===== config.mk =====
export PLATFORM = sky130hd
export DESIGN_NAME = injector_event_scheduler
export DESIGN_NICKNAME = d
export VERILOG_FILES = /design/src/hdl/ies_pkg.sv /design/src/hdl/injector_event_scheduler.sv /design/src/hdl/ies_front.sv /design/src/hdl/ies_queue.sv /design/src/hdl/ies_back.sv
export SDC_FILE = /design/constraint.sdc
export NUM_CORES = 2
export LEC_CHECK = 0
export BUFFER_PORTS_ARGS = -buffer_cell sky130_fd_sc_hd__buf_2
export CAP_MARGIN = 20
export CELL_PAD_IN_SITES_DETAIL_PLACEMENT = 1
export CELL_PAD_IN_SITES_GLOBAL_PLACEMENT = 1
export CORE_ASPECT_RATIO = 1.4
export CORE_UTILIZATION = 53
export DETAILED_ROUTE_END_ITERATION = 10
export GPL_TIMING_DRIVEN = 0
export PLACE_DENSITY_LB_ADDON = 0.1
export SLEW_MARGIN = 20
export SYNTH_ARGS = -nofsm -noshare
export SYNTH_HDL_FRONTEND = slang
export SYNTH_HIERARCHICAL = 1
export SYNTH_SLANG_ARGS = --single-unit

===== constraint.sdc =====
create_clock -name clk -period 9.8 [get_ports clk]
set_input_delay 1.47 -clock clk [delete_from_list [all_inputs] [get_ports clk]]
set_output_delay 1.47 -clock clk [all_outputs]
set_load 0.02 [all_outputs]

===== src/hdl/ies_pkg.sv =====
// ----------------------------------------------------------------------------
// ies_pkg
// Shared types and constants of the injector event scheduler.
// ----------------------------------------------------------------------------
`default_nettype none

package ies_pkg;

	// angles in 1/64 degree
	localparam logic [16:0] DEG360  = 17'd23040;
	localparam logic [16:0] DEG720  = 17'd46080;
	localparam logic [17:0] DEG1440 = 18'd92160;

	// timing constants
	localparam logic [31:0] GUARD_TICKS = 32'd5;
	localparam logic [31:0] WRAP_HIGH   = 32'd2863311531;
	localparam logic [31:0] WRAP_LOW    = 32'd1431655765;
	localparam logic [31:0] RESET_TICK  = 32'd4294967290;

	// register reset values
	localparam logic [3:0]  COUNT_RESET = 4'd4;
	localparam logic [31:0] TPS_RESET   = 32'd1000000;

	// result kinds
	localparam logic [1:0] ACT_NONE    = 2'd0;
	localparam logic [1:0] ACT_CANCEL  = 2'd1;
	localparam logic [1:0] ACT_RESCHED = 2'd2;

	// register indexes
	localparam logic [1:0] REG_COUNT    = 2'd0;
	localparam logic [1:0] REG_TDC_LOW  = 2'd1;
	localparam logic [1:0] REG_TDC_HIGH = 2'd2;
	localparam logic [1:0] REG_TPS      = 2'd3;

	// stream widths
	localparam int IN_DATA_W  = 120;
	localparam int OUT_DATA_W = 72;

	// classified request passed from front to back
	typedef struct packed {
		logic [2:0]  inj;
		logic        eligible;
		logic        zero_pulse;
		logic [15:0] ang_dist;
		logic [23:0] tpd;
		logic [31:0] now;
		logic [23:0] pulse;
	} item_t;

endpackage

`default_nettype wire


===== src/hdl/injector_event_scheduler.sv =====
// ----------------------------------------------------------------------------
// injector_event_scheduler
// Turns injector reschedule requests into open and close timer ticks.
// ----------------------------------------------------------------------------
// Requests arrive on the s_ stream, one per injector to reschedule; each
// gives exactly one result on the m_ stream, in request order. m_tuser holds
// the action (no change, cancel, reschedule) and m_tdata the injector with
// the open and close ticks, which are zero unless the action is reschedule.
// The APB port sets the injector count, the tdc tables and ticks per second;
// write it only while no request is in flight.
// A request passes a classify stage, the four-entry queue, the multiply
// stage and the output register. One request per cycle is sustained while
// m_tready is high; the stored open tick is read and written in the same
// output stage, so back-to-back requests to one injector see it. When the
// receiver stalls, the back end holds and the queue absorbs up to four
// requests before s_tready drops. Reset empties the pipeline, loads the
// register defaults and sets every stored open tick to the start-up value.
// ----------------------------------------------------------------------------
`default_nettype none

module injector_event_scheduler #(
	parameter int MAX_INJECTORS = 8
) (
	input  wire logic                           clk,
	input  wire logic                           arst_n,
	// request stream
	input  wire logic                           s_tvalid,
	output logic                                s_tready,
	// injector, cam_angle, ticks_per_degree, now_tick, open_angle, pulse_seconds
	input  wire logic [ies_pkg::IN_DATA_W-1:0]  s_tdata,
	// cam_valid
	input  wire logic                           s_tuser,
	// result stream
	output logic                                m_tvalid,
	input  wire logic                           m_tready,
	// injector_out, open_tick, close_tick
	output logic [ies_pkg::OUT_DATA_W-1:0]      m_tdata,
	// action
	output logic [1:0]                          m_tuser,
	// configuration
	input  wire logic                           psel,
	input  wire logic                           penable,
	input  wire logic                           pwrite,
	input  wire logic [4:0]                     paddr,
	input  wire logic [63:0]                    pwdata,
	output logic [63:0]                         prdata,
	output logic                                pready
);
	import ies_pkg::*;

	logic [3:0]  count_q;
	logic [63:0] tdc_low_q;
	logic [63:0] tdc_high_q;
	logic [31:0] tps_q;
	logic [1:0]  reg_idx;
	logic        wr_en;

	logic  push, full, pop, empty;
	item_t wr_item, rd_item;

	// register file
	assign pready  = 1'b1;
	assign reg_idx = paddr[4:3];
	assign wr_en   = psel && penable && pwrite && pready;

	always_ff @(posedge clk or negedge arst_n) begin
		if (!arst_n) begin
			count_q    <= COUNT_RESET;
			tdc_low_q  <= '0;
			tdc_high_q <= '0;
			tps_q      <= TPS_RESET;
		end else if (wr_en) begin
			unique case (reg_idx)
				REG_COUNT:    count_q    <= pwdata[3:0];
				REG_TDC_LOW:  tdc_low_q  <= pwdata;
				REG_TDC_HIGH: tdc_high_q <= pwdata;
				REG_TPS:      tps_q      <= pwdata[31:0];
				default:      ;
			endcase
		end
	end

	always_comb begin
		unique case (reg_idx)
			REG_COUNT:    prdata = {60'd0, count_q};
			REG_TDC_LOW:  prdata = tdc_low_q;
			REG_TDC_HIGH: prdata = tdc_high_q;
			REG_TPS:      prdata = {32'd0, tps_q};
			default:      prdata = '0;
		endcase
	end

	// classify
	ies_front #(
		.MAX_INJECTORS(MAX_INJECTORS)
	) u_front (
		.clk            (clk),
		.arst_n         (arst_n),
		.s_tvalid       (s_tvalid),
		.s_tready       (s_tready),
		.s_tdata        (s_tdata),
		.s_tuser        (s_tuser),
		.injector_count (count_q),
		.tdc_table_low  (tdc_low_q),
		.tdc_table_high (tdc_high_q),
		.push           (push),
		.item           (wr_item),
		.full           (full)
	);

	// decoupling queue
	ies_queue u_queue (
		.clk     (clk),
		.arst_n  (arst_n),
		.push    (push),
		.wr_item (wr_item),
		.full    (full),
		.pop     (pop),
		.rd_item (rd_item),
		.empty   (empty)
	);

	// execute
	ies_back #(
		.MAX_INJECTORS(MAX_INJECTORS)
	) u_back (
		.clk              (clk),
		.arst_n           (arst_n),
		.rd_item          (rd_item),
		.empty            (empty),
		.pop              (pop),
		.ticks_per_second (tps_q),
		.m_tvalid         (m_tvalid),
		.m_tready         (m_tready),
		.m_tdata          (m_tdata),
		.m_tuser          (m_tuser)
	);

endmodule

`default_nettype wire


===== src/hdl/ies_front.sv =====
// ----------------------------------------------------------------------------
// ies_front
// Accepts requests, checks eligibility and works out the angle distance.
// ----------------------------------------------------------------------------
`default_nettype none

module ies_front #(
	parameter int MAX_INJECTORS = 8
) (
	input  wire logic                           clk,
	input  wire logic                           arst_n,
	input  wire logic                           s_tvalid,
	output logic                                s_tready,
	// injector, cam_angle, ticks_per_degree, now_tick, open_angle, pulse_seconds
	input  wire logic [ies_pkg::IN_DATA_W-1:0]  s_tdata,
	// cam_valid
	input  wire logic                           s_tuser,
	input  wire logic [3:0]                     injector_count,
	input  wire logic [63:0]                    tdc_table_low,
	input  wire logic [63:0]                    tdc_table_high,
	output logic                                push,
	output ies_pkg::item_t                      item,
	input  wire logic                           full
);
	import ies_pkg::*;

	logic        vld_s1;
	item_t       item_s1;

	logic [2:0]  inj;
	logic [15:0] cam;
	logic [23:0] tpd;
	logic [31:0] now;
	logic [15:0] open_ang;
	logic [23:0] pulse;
	logic [63:0] word;
	logic [15:0] tdc;
	logic [16:0] open_mod;
	logic [16:0] cam_f;
	logic signed [18:0] d1, d2, d3;
	logic        eligible;
	logic        advance;

	// unpack request
	assign inj      = s_tdata[2:0];
	assign cam      = s_tdata[18:3];
	assign tpd      = s_tdata[42:19];
	assign now      = s_tdata[74:43];
	assign open_ang = s_tdata[90:75];
	assign pulse    = s_tdata[114:91];

	// injector in use
	assign eligible = s_tuser && ({1'b0, inj} < injector_count)
		&& ({1'b0, inj} < 4'(MAX_INJECTORS));

	// tdc lookup
	assign word = inj[2] ? tdc_table_high : tdc_table_low;
	assign tdc  = word[{inj[1:0], 4'b0000} +: 16];

	// cam fold and distance wrap
	always_comb begin
		open_mod = ({1'b0, open_ang} >= DEG720) ? ({1'b0, open_ang} - DEG720)
			: {1'b0, open_ang};
		cam_f = ({1'b0, cam} > DEG360) ? ({1'b0, cam} - DEG360) : {1'b0, cam};
		d1 = signed'({3'b000, tdc}) + signed'({2'b00, open_mod})
			- signed'({2'b00, cam_f});
		d2 = (d1 > signed'({2'b00, DEG720})) ? (d1 - signed'({1'b0, DEG1440})) : d1;
		d3 = (d2 < 0) ? (d2 + signed'({2'b00, DEG720})) : d2;
	end

	// handshake
	assign advance  = !vld_s1 || !full;
	assign s_tready = advance;
	assign push     = vld_s1 && !full;
	assign item     = item_s1;

	// stage register
	always_ff @(posedge clk or negedge arst_n) begin
		if (!arst_n) begin
			vld_s1 <= 1'b0;
		end else if (advance) begin
			vld_s1 <= s_tvalid;
		end
	end

	always_ff @(posedge clk) begin
		if (advance && s_tvalid) begin
			item_s1.inj        <= inj;
			item_s1.eligible   <= eligible;
			item_s1.zero_pulse <= (pulse == 24'd0);
			item_s1.ang_dist   <= d3[15:0];
			item_s1.tpd        <= tpd;
			item_s1.now        <= now;
			item_s1.pulse      <= pulse;
		end
	end

endmodule

`default_nettype wire


===== src/hdl/ies_queue.sv =====
// ----------------------------------------------------------------------------
// ies_queue
// Short queue of classified requests between front and back.
// ----------------------------------------------------------------------------
`default_nettype none

module ies_queue (
	input  wire logic            clk,
	input  wire logic            arst_n,
	input  wire logic            push,
	input  wire ies_pkg::item_t  wr_item,
	output logic                 full,
	input  wire logic            pop,
	output ies_pkg::item_t       rd_item,
	output logic                 empty
);
	import ies_pkg::*;

	localparam int DEPTH = 4;
	localparam int AW    = $clog2(DEPTH);

	item_t        mem [DEPTH];
	logic [AW-1:0] wr_ptr_q;
	logic [AW-1:0] rd_ptr_q;
	logic [AW:0]   cnt_q;

	assign full    = (cnt_q == (AW+1)'(DEPTH));
	assign empty   = (cnt_q == '0);
	assign rd_item = mem[rd_ptr_q];

	// pointers and fill count
	always_ff @(posedge clk or negedge arst_n) begin
		if (!arst_n) begin
			wr_ptr_q <= '0;
			rd_ptr_q <= '0;
			cnt_q    <= '0;
		end else begin
			if (push) wr_ptr_q <= wr_ptr_q + 1'b1;
			if (pop)  rd_ptr_q <= rd_ptr_q + 1'b1;
			if (push && !pop)      cnt_q <= cnt_q + 1'b1;
			else if (pop && !push) cnt_q <= cnt_q - 1'b1;
		end
	end

	// storage
	always_ff @(posedge clk) begin
		if (push) mem[wr_ptr_q] <= wr_item;
	end

endmodule

`default_nettype wire


===== src/hdl/ies_back.sv =====
// ----------------------------------------------------------------------------
// ies_back
// Scales distance and pulse to ticks, applies the skip test, keeps open ticks.
// ----------------------------------------------------------------------------
`default_nettype none

module ies_back #(
	parameter int MAX_INJECTORS = 8
) (
	input  wire logic                           clk,
	input  wire logic                           arst_n,
	input  wire ies_pkg::item_t                 rd_item,
	input  wire logic                           empty,
	output logic                                pop,
	input  wire logic [31:0]                    ticks_per_second,
	output logic                                m_tvalid,
	input  wire logic                           m_tready,
	// injector_out, open_tick, close_tick
	output logic [ies_pkg::OUT_DATA_W-1:0]      m_tdata,
	// action
	output logic [1:0]                          m_tuser
);
	import ies_pkg::*;

	localparam int IW = (MAX_INJECTORS > 1) ? $clog2(MAX_INJECTORS) : 1;

	logic        vld_s1;
	logic [2:0]  inj_s1;
	logic        eligible_s1;
	logic        zero_s1;
	logic [31:0] now_s1;
	logic [31:0] soon_s1;
	logic [39:0] off_prod_s1;
	logic [55:0] pulse_prod_s1;

	logic [31:0] last_q [MAX_INJECTORS];

	logic        advance;
	logic [31:0] last;
	logic        pass;
	logic [31:0] open_tick;
	logic [31:0] close_tick;
	logic [1:0]  action;

	assign advance = !m_tvalid || m_tready;
	assign pop     = advance && !empty;

	// multiply stage
	always_ff @(posedge clk or negedge arst_n) begin
		if (!arst_n) begin
			vld_s1 <= 1'b0;
		end else if (advance) begin
			vld_s1 <= !empty;
		end
	end

	always_ff @(posedge clk) begin
		if (pop) begin
			inj_s1        <= rd_item.inj;
			eligible_s1   <= rd_item.eligible;
			zero_s1       <= rd_item.zero_pulse;
			now_s1        <= rd_item.now;
			soon_s1       <= rd_item.now + GUARD_TICKS;
			off_prod_s1   <= rd_item.tpd * rd_item.ang_dist;
			pulse_prod_s1 <= rd_item.pulse * ticks_per_second;
		end
	end

	// tick sums and wrap-aware skip test
	always_comb begin
		last       = last_q[inj_s1[IW-1:0]];
		pass       = (soon_s1 < last) || ((soon_s1 >= WRAP_HIGH) && (last < WRAP_LOW));
		open_tick  = now_s1 + off_prod_s1[37:6];
		close_tick = open_tick + pulse_prod_s1[55:24];
		if (!eligible_s1 || !pass) action = ACT_NONE;
		else if (zero_s1)          action = ACT_CANCEL;
		else                       action = ACT_RESCHED;
	end

	// stored open ticks
	always_ff @(posedge clk or negedge arst_n) begin
		if (!arst_n) begin
			for (int i = 0; i < MAX_INJECTORS; i++) last_q[i] <= RESET_TICK;
		end else if (advance && vld_s1 && (action == ACT_RESCHED)) begin
			last_q[inj_s1[IW-1:0]] <= open_tick;
		end
	end

	// output register
	always_ff @(posedge clk or negedge arst_n) begin
		if (!arst_n) begin
			m_tvalid <= 1'b0;
		end else if (advance) begin
			m_tvalid <= vld_s1;
		end
	end

	always_ff @(posedge clk) begin
		if (advance && vld_s1) begin
			m_tuser <= action;
			if (action == ACT_RESCHED) begin
				m_tdata <= {5'b00000, close_tick, open_tick, inj_s1};
			end else begin
				m_tdata <= {5'b00000, 32'd0, 32'd0, inj_s1};
			end
		end
	end

endmodule

`default_nettype wire


Yosys cells after proc, flatten, opt, wreduce, memory -nomap -nowiden
Memory sizes are Yosys's and may differ from the RTL's. Index checks and enable logic that the tools add are counted.

Add/subtract/negate cells: 13. $mul: 2. Magnitude comparators: 10. Equal/unequal tests: 5. Shifts and indexed selects: 1. Multiplexer cells: 18. Bitwise operators: 1. Reductions and logical operators: 32.

Operator list (number): bitwise mux 256 bit (1); case mux 64 bit (4 select lines) (1); binary-select mux 32 bit (select 3 bit) (1); demux 32 bit (select 3 bit) (1); 2-to-1 mux 32 bit (3); adder 32 bit (2); 2-to-1 mux 64 bit (1); indexed part select 64 x 7 -> 16 bit (1); multiplier 24 x 32 -> 56 bit (1); multiplier 24 x 16 -> 38 bit (1); 2-to-1 mux 17 bit (2); adder 32 x 3 -> 32 bit, second input constant (1); >= comparator 32 bit, second input constant (1); less-than comparator 32 x 31 -> 1 bit, second input constant (1); less-than comparator 32 bit (1); zero test 24 bit (1); greater-than comparator 19 x 17 -> 1 bit, second input constant (1); less-than comparator 19 x 1 -> 1 bit, second input constant (1); 2-to-1 mux 19 bit (1); subtractor 19 x 18 -> 19 bit (1); subtractor 19 x 18 -> 19 bit, second input constant (1); adder 16 x 17 -> 18 bit (1); subtractor 16 x 15 -> 17 bit, second input constant (1); subtractor 16 x 16 -> 17 bit, second input constant (1); other kinds (24) (54).

Register bits after elaboration: 768. RAM bits: 404. Bits of input ports: 197. Output and inout bits: 141. Logic and storage cells: 118. Memories: 1.

Memories: u_queue.mem (depth 4, width 101, rd ports 1, clocked after Yosys merged registers in 0, wr ports 1, RTL line ies_queue.sv:22) `item_t mem [DEPTH];`.

Depth between registers and ports, before layout
Depth after elaboration: 12. Gate-level depth with buffers: 29.

Modules after synthesis
Netlist, hierarchy kept.

Modules (own cells, without submodules): ies_back (instances 1, cells each 5597, area each 57845.5 um2); ies_queue (instances 1, cells each 562, area each 15038.2 um2); injector_event_scheduler (instances 1, cells each 465, area each 7733.7 um2); ies_front (instances 1, cells each 511, area each 6611.3 um2).

Least setup slack after synthesis
OpenSTA, ideal clock, no wires.

Path type: input to register. From: input m_tready. To: register u_queue.cnt_q[1]. Arrival: 8.986 ns. Slack: 0.690 ns. Stages on the path: 7. Buffers on the path: 0. Cell sequence: nand2b_1 nor2b_1 inv_1 ha_1 inv_1 fa_1 mux2_2.

Longest elaborated chain between the ends: 5. Elaborated cells on any way between the ends: 7. Those cells by class: 1 x mux; 6 x reduce/logical.

RTL lines: from (decl) (RTL line injector_event_scheduler.sv:35) `input wire logic m_tready,`; logical OR 1 bit (*) (RTL line ies_back.sv:45) `assign advance = !m_tvalid || m_tready;`; logical AND 1 bit (*) (RTL line ies_back.sv:46) `assign pop = advance && !empty;`; via pop (RTL line injector_event_scheduler.sv:58) `logic push, full, pop, empty;`; zero test 1 bit (RTL line ies_queue.sv:40) `if (push && !pop) cnt_q <= cnt_q + 1'b1;`; logical AND 1 bit (RTL line ies_queue.sv:40); 2-to-1 mux 3 bit or nonzero test 2 bit (tied branches); to (signal assigned) (RTL line ies_queue.sv:40); to (signal assigned) (RTL line ies_queue.sv:41) `else if (pop && !push) cnt_q <= cnt_q - 1'b1;`; to (decl) (RTL line ies_queue.sv:25) `logic [AW:0] cnt_q;`.

Mark *: on every way through the listed nets, which the timed path passes. The rest lies on a longest branch. A chain may end at the register's enable or synchronous reset.

==> impl_metrics.ini <==
[critical_path]
cp-end-kind = register
worstPathMaxFanout = 10
crit_family = adder cells
crit_required_ns = 10.37
crit_path_max_incr_delay_ns = 0.71
crit_path_frequent_cell = fa_1
critPathLaunchType = register
path_buf_inv = 6
worst_ep_arrival_time_ns = 9.92
path_class = reg2reg
crit_path_top_delay_cell = clkbuf_1

[run]
cap_violations = 0

[routing]
drt_iter0_markers = 3818
first_pass_iters = 5
drc = 0
ant_nets = 0
dr_total_vias = 58434
postRouteWirelength_um = 286000
via_per_inst = 5.93
wl_per_cell_um = 29.0

[clocking]
numCtsBuffers = 111
htreeDepth = 3
cts_buffer_depth = 3
cts_root_buffer = clkbuf_16
insertion_delay_ns = 0.79
cts_tree = built
path_clk_slew_ns = 0.07
clkSinkCount = 1137

[layout]
seq_area_sq_um = 32300
drive_above_1_share_pct = 20.3
stdcell_area_sq_um = 96300
area_growth_pct = 10.4
multi_input_area_sq_um = 49300
fill_cells = 16715
fin_nets = 9196

[die]
initial_core_util_pct = 53.5
coreArea_sq_um = 163000
die_area_sq_um = 166000
die_y_um = 482
die_width_um = 345
num_rows = 175
ios = 338

[timing]
period_needed_ns = 9.34
finalSetupViolations = 0
fin_worst_skew_ns = 0.0398
rsz0062_at_grt = no
fin_ws_ns = 0.456
hold_viol = 0
fin_crit_sh_pct = 95.3
slew_viol_final = 0
max_freq_mhz = 107
relSlewSlack_pct = 21.8
worstMarginPinSlew_ns = 1.17

[grt]
grt_max_degree = 90
grt_usage_pct = 34.9
overflow = 0
antenna_found_initial = 27
grt_pass1_vias = 65333
grt_pass1_wl_um = 420000

[placed_design]
gp_congestion = 0.977
post-place-ws_ns = -0.930
portBuffers = 323
dp_hpwl_um = 224000
place_area_sq_um = 92600

[synthesis]
yosys-top-cells-area = edfxtp_1, fa_1, dfstp_2
synth_flop_cell = edfxtp_1
synthDistinctLibCells = 110
synth-seq-cells = 1137
ys_seq_area_share_pct = 37.0
yosysTopAreaCell = edfxtp_1
synth_edf_count = 707
synth_commonest_cells = inv_1, fa_1, nand2_1
synth.avg_cell_area_sq_um = 12.2
synth.most_common_cell = inv_1
synth_area_sq_um = 87200
synthCells = 7135
async_flop_share_pct = 37.8
ys_warn_count = 6
netlist.area_leader.share_pct = 24.3

[run_status]
status = complete, no violations

[min_path]
hold_path.class = reg2reg
[cells in the final DEF (no fill, tap or decap), types with 21 or more instances in the layout]
cell | Yosys | routed
buf_2 | 65 | 384
and2_1 | 535 | 530
dfstp_2 | 248 | 248
o21a_1 | 32 | 32
inv_1 | 1089 | 1088
clkbuf_16 | 0 | 113
nor2_1 | 139 | 138
mux2_1 | 74 | 74
a22o_1 | 60 | 60
o21ai_0 | 80 | 79
nand4_1 | 33 | 33
xnor2_1 | 122 | 103
xor2_1 | 50 | 42
ha_1 | 403 | 403
o21bai_1 | 21 | 21
dfrtp_1 | 182 | 182
nor2b_1 | 33 | 32
mux2_2 | 274 | 274
a221oi_1 | 34 | 34
clkbuf_2 | 0 | 33
mux4_2 | 166 | 166
nand3_1 | 45 | 45
mux2_4 | 120 | 120
nand2_1 | 759 | 759
clkbuf_1 | 221 | 218
and3_1 | 29 | 29
edfxtp_1 | 707 | 707
nor3_1 | 33 | 31
mux2i_1 | 44 | 44
fa_1 | 981 | 981
buf_6 | 19 | 26
a21oi_1 | 145 | 143
a21o_1 | 73 | 73
clkinv_2 | 0 | 24
[cells by family after synthesis]
group	count (synthesis)	synth area share, %
flops	1137	37.0
compound gates	620	5.00
fa+ha+maj	1384	28.3
simple gates	1706	9.79
buf+inv	1434	6.76
other cells	2	0.00861
xor+xnor	174	1.77
mux	678	11.3
[metal layers]
metal,vias up,global-route usage (%),share of wire (%)
li1,24567,-,-
met1,30938,40.4,36
met2,2119,59.8,50
met3,788,5.52,5.7
met4,22,23.1,7.7
met5,-,0,0.050
[what timing repair did]
item,in CTS,in global routing
endpoints found under the setup margin,14,4
gates resized for setup,25,39
setup buffers,0,0
hold buffers,0,0
[per-stage QoR]
stage	utilization (%)	cells	setup TNS, ns	hold WS, ns
floorplan	-	7139	0	0.453
global placement	56.2	9586	-469.81	0.466
detailed placement	56.8	9626	-5.18	0.477
CTS	59.1	9838	0	0.473
global route	59.1	9840	0	0.491
finish	59.1	9851	0	0.482
[worst paths after layout]
path / startpoint / to / slack (ns) / cells past startpoint
setup / recovery: u_queue/rd_ptr_q[0] / u_back/pulse_prod_s1[55] / 0.46 / 26
hold / removal: u_front/item[42] / u_queue/mem[0][42] / 0.48 / 0
setup reg to reg: u_queue/rd_ptr_q[0] / u_back/pulse_prod_s1[55] / 0.46 / 26
hold reg to reg: u_front/item[42] / u_queue/mem[0][42] / 0.48 / 0
max in group asynchronous: arst_n / tps_q[9] / 6.98 / 5
min in group asynchronous: arst_n / u_back/last_q[226] / 0.68 / 1
[area by class of cell]
| cell class | instances | share of cell area, % |
|---|---|---|
| Sequential cell | 1137 | 33.5 |
| Multi-Input combinational cell | 4568 | 51.2 |
| Antenna cell | 13 | 0.0338 |
| Inverter | 1090 | 4.25 |
| Clock inverter | 66 | 0.626 |
| Tap cell | 2124 | 2.76 |
| Timing Repair Buffer | 363 | 2.55 |
| Buffer | 344 | 1.93 |
| Clock buffer | 146 | 3.11 |
[registers in the layout (all words and copies together), names as in the netlist, 2 cells and up]
signal	count
tdc_high_q	64
u_back/pulse_prod_s1	32
u_queue/wr_ptr_q	2
count_q	4
u_queue/cnt_q	3
u_back/last_q	256
u_back/inj_s1	3
u_back/m_tdata	67
tdc_low_q	64
u_back/now_s1	32
u_back/soon_s1	32
u_queue/rd_ptr_q	2
u_front/item	101
u_back/m_tuser	2
tps_q	32
u_back/off_prod_s1	32
u_queue/mem	404
Power is not shown: default switching activity piles up to over one toggle a cycle in this logic, so the estimate is an artifact.
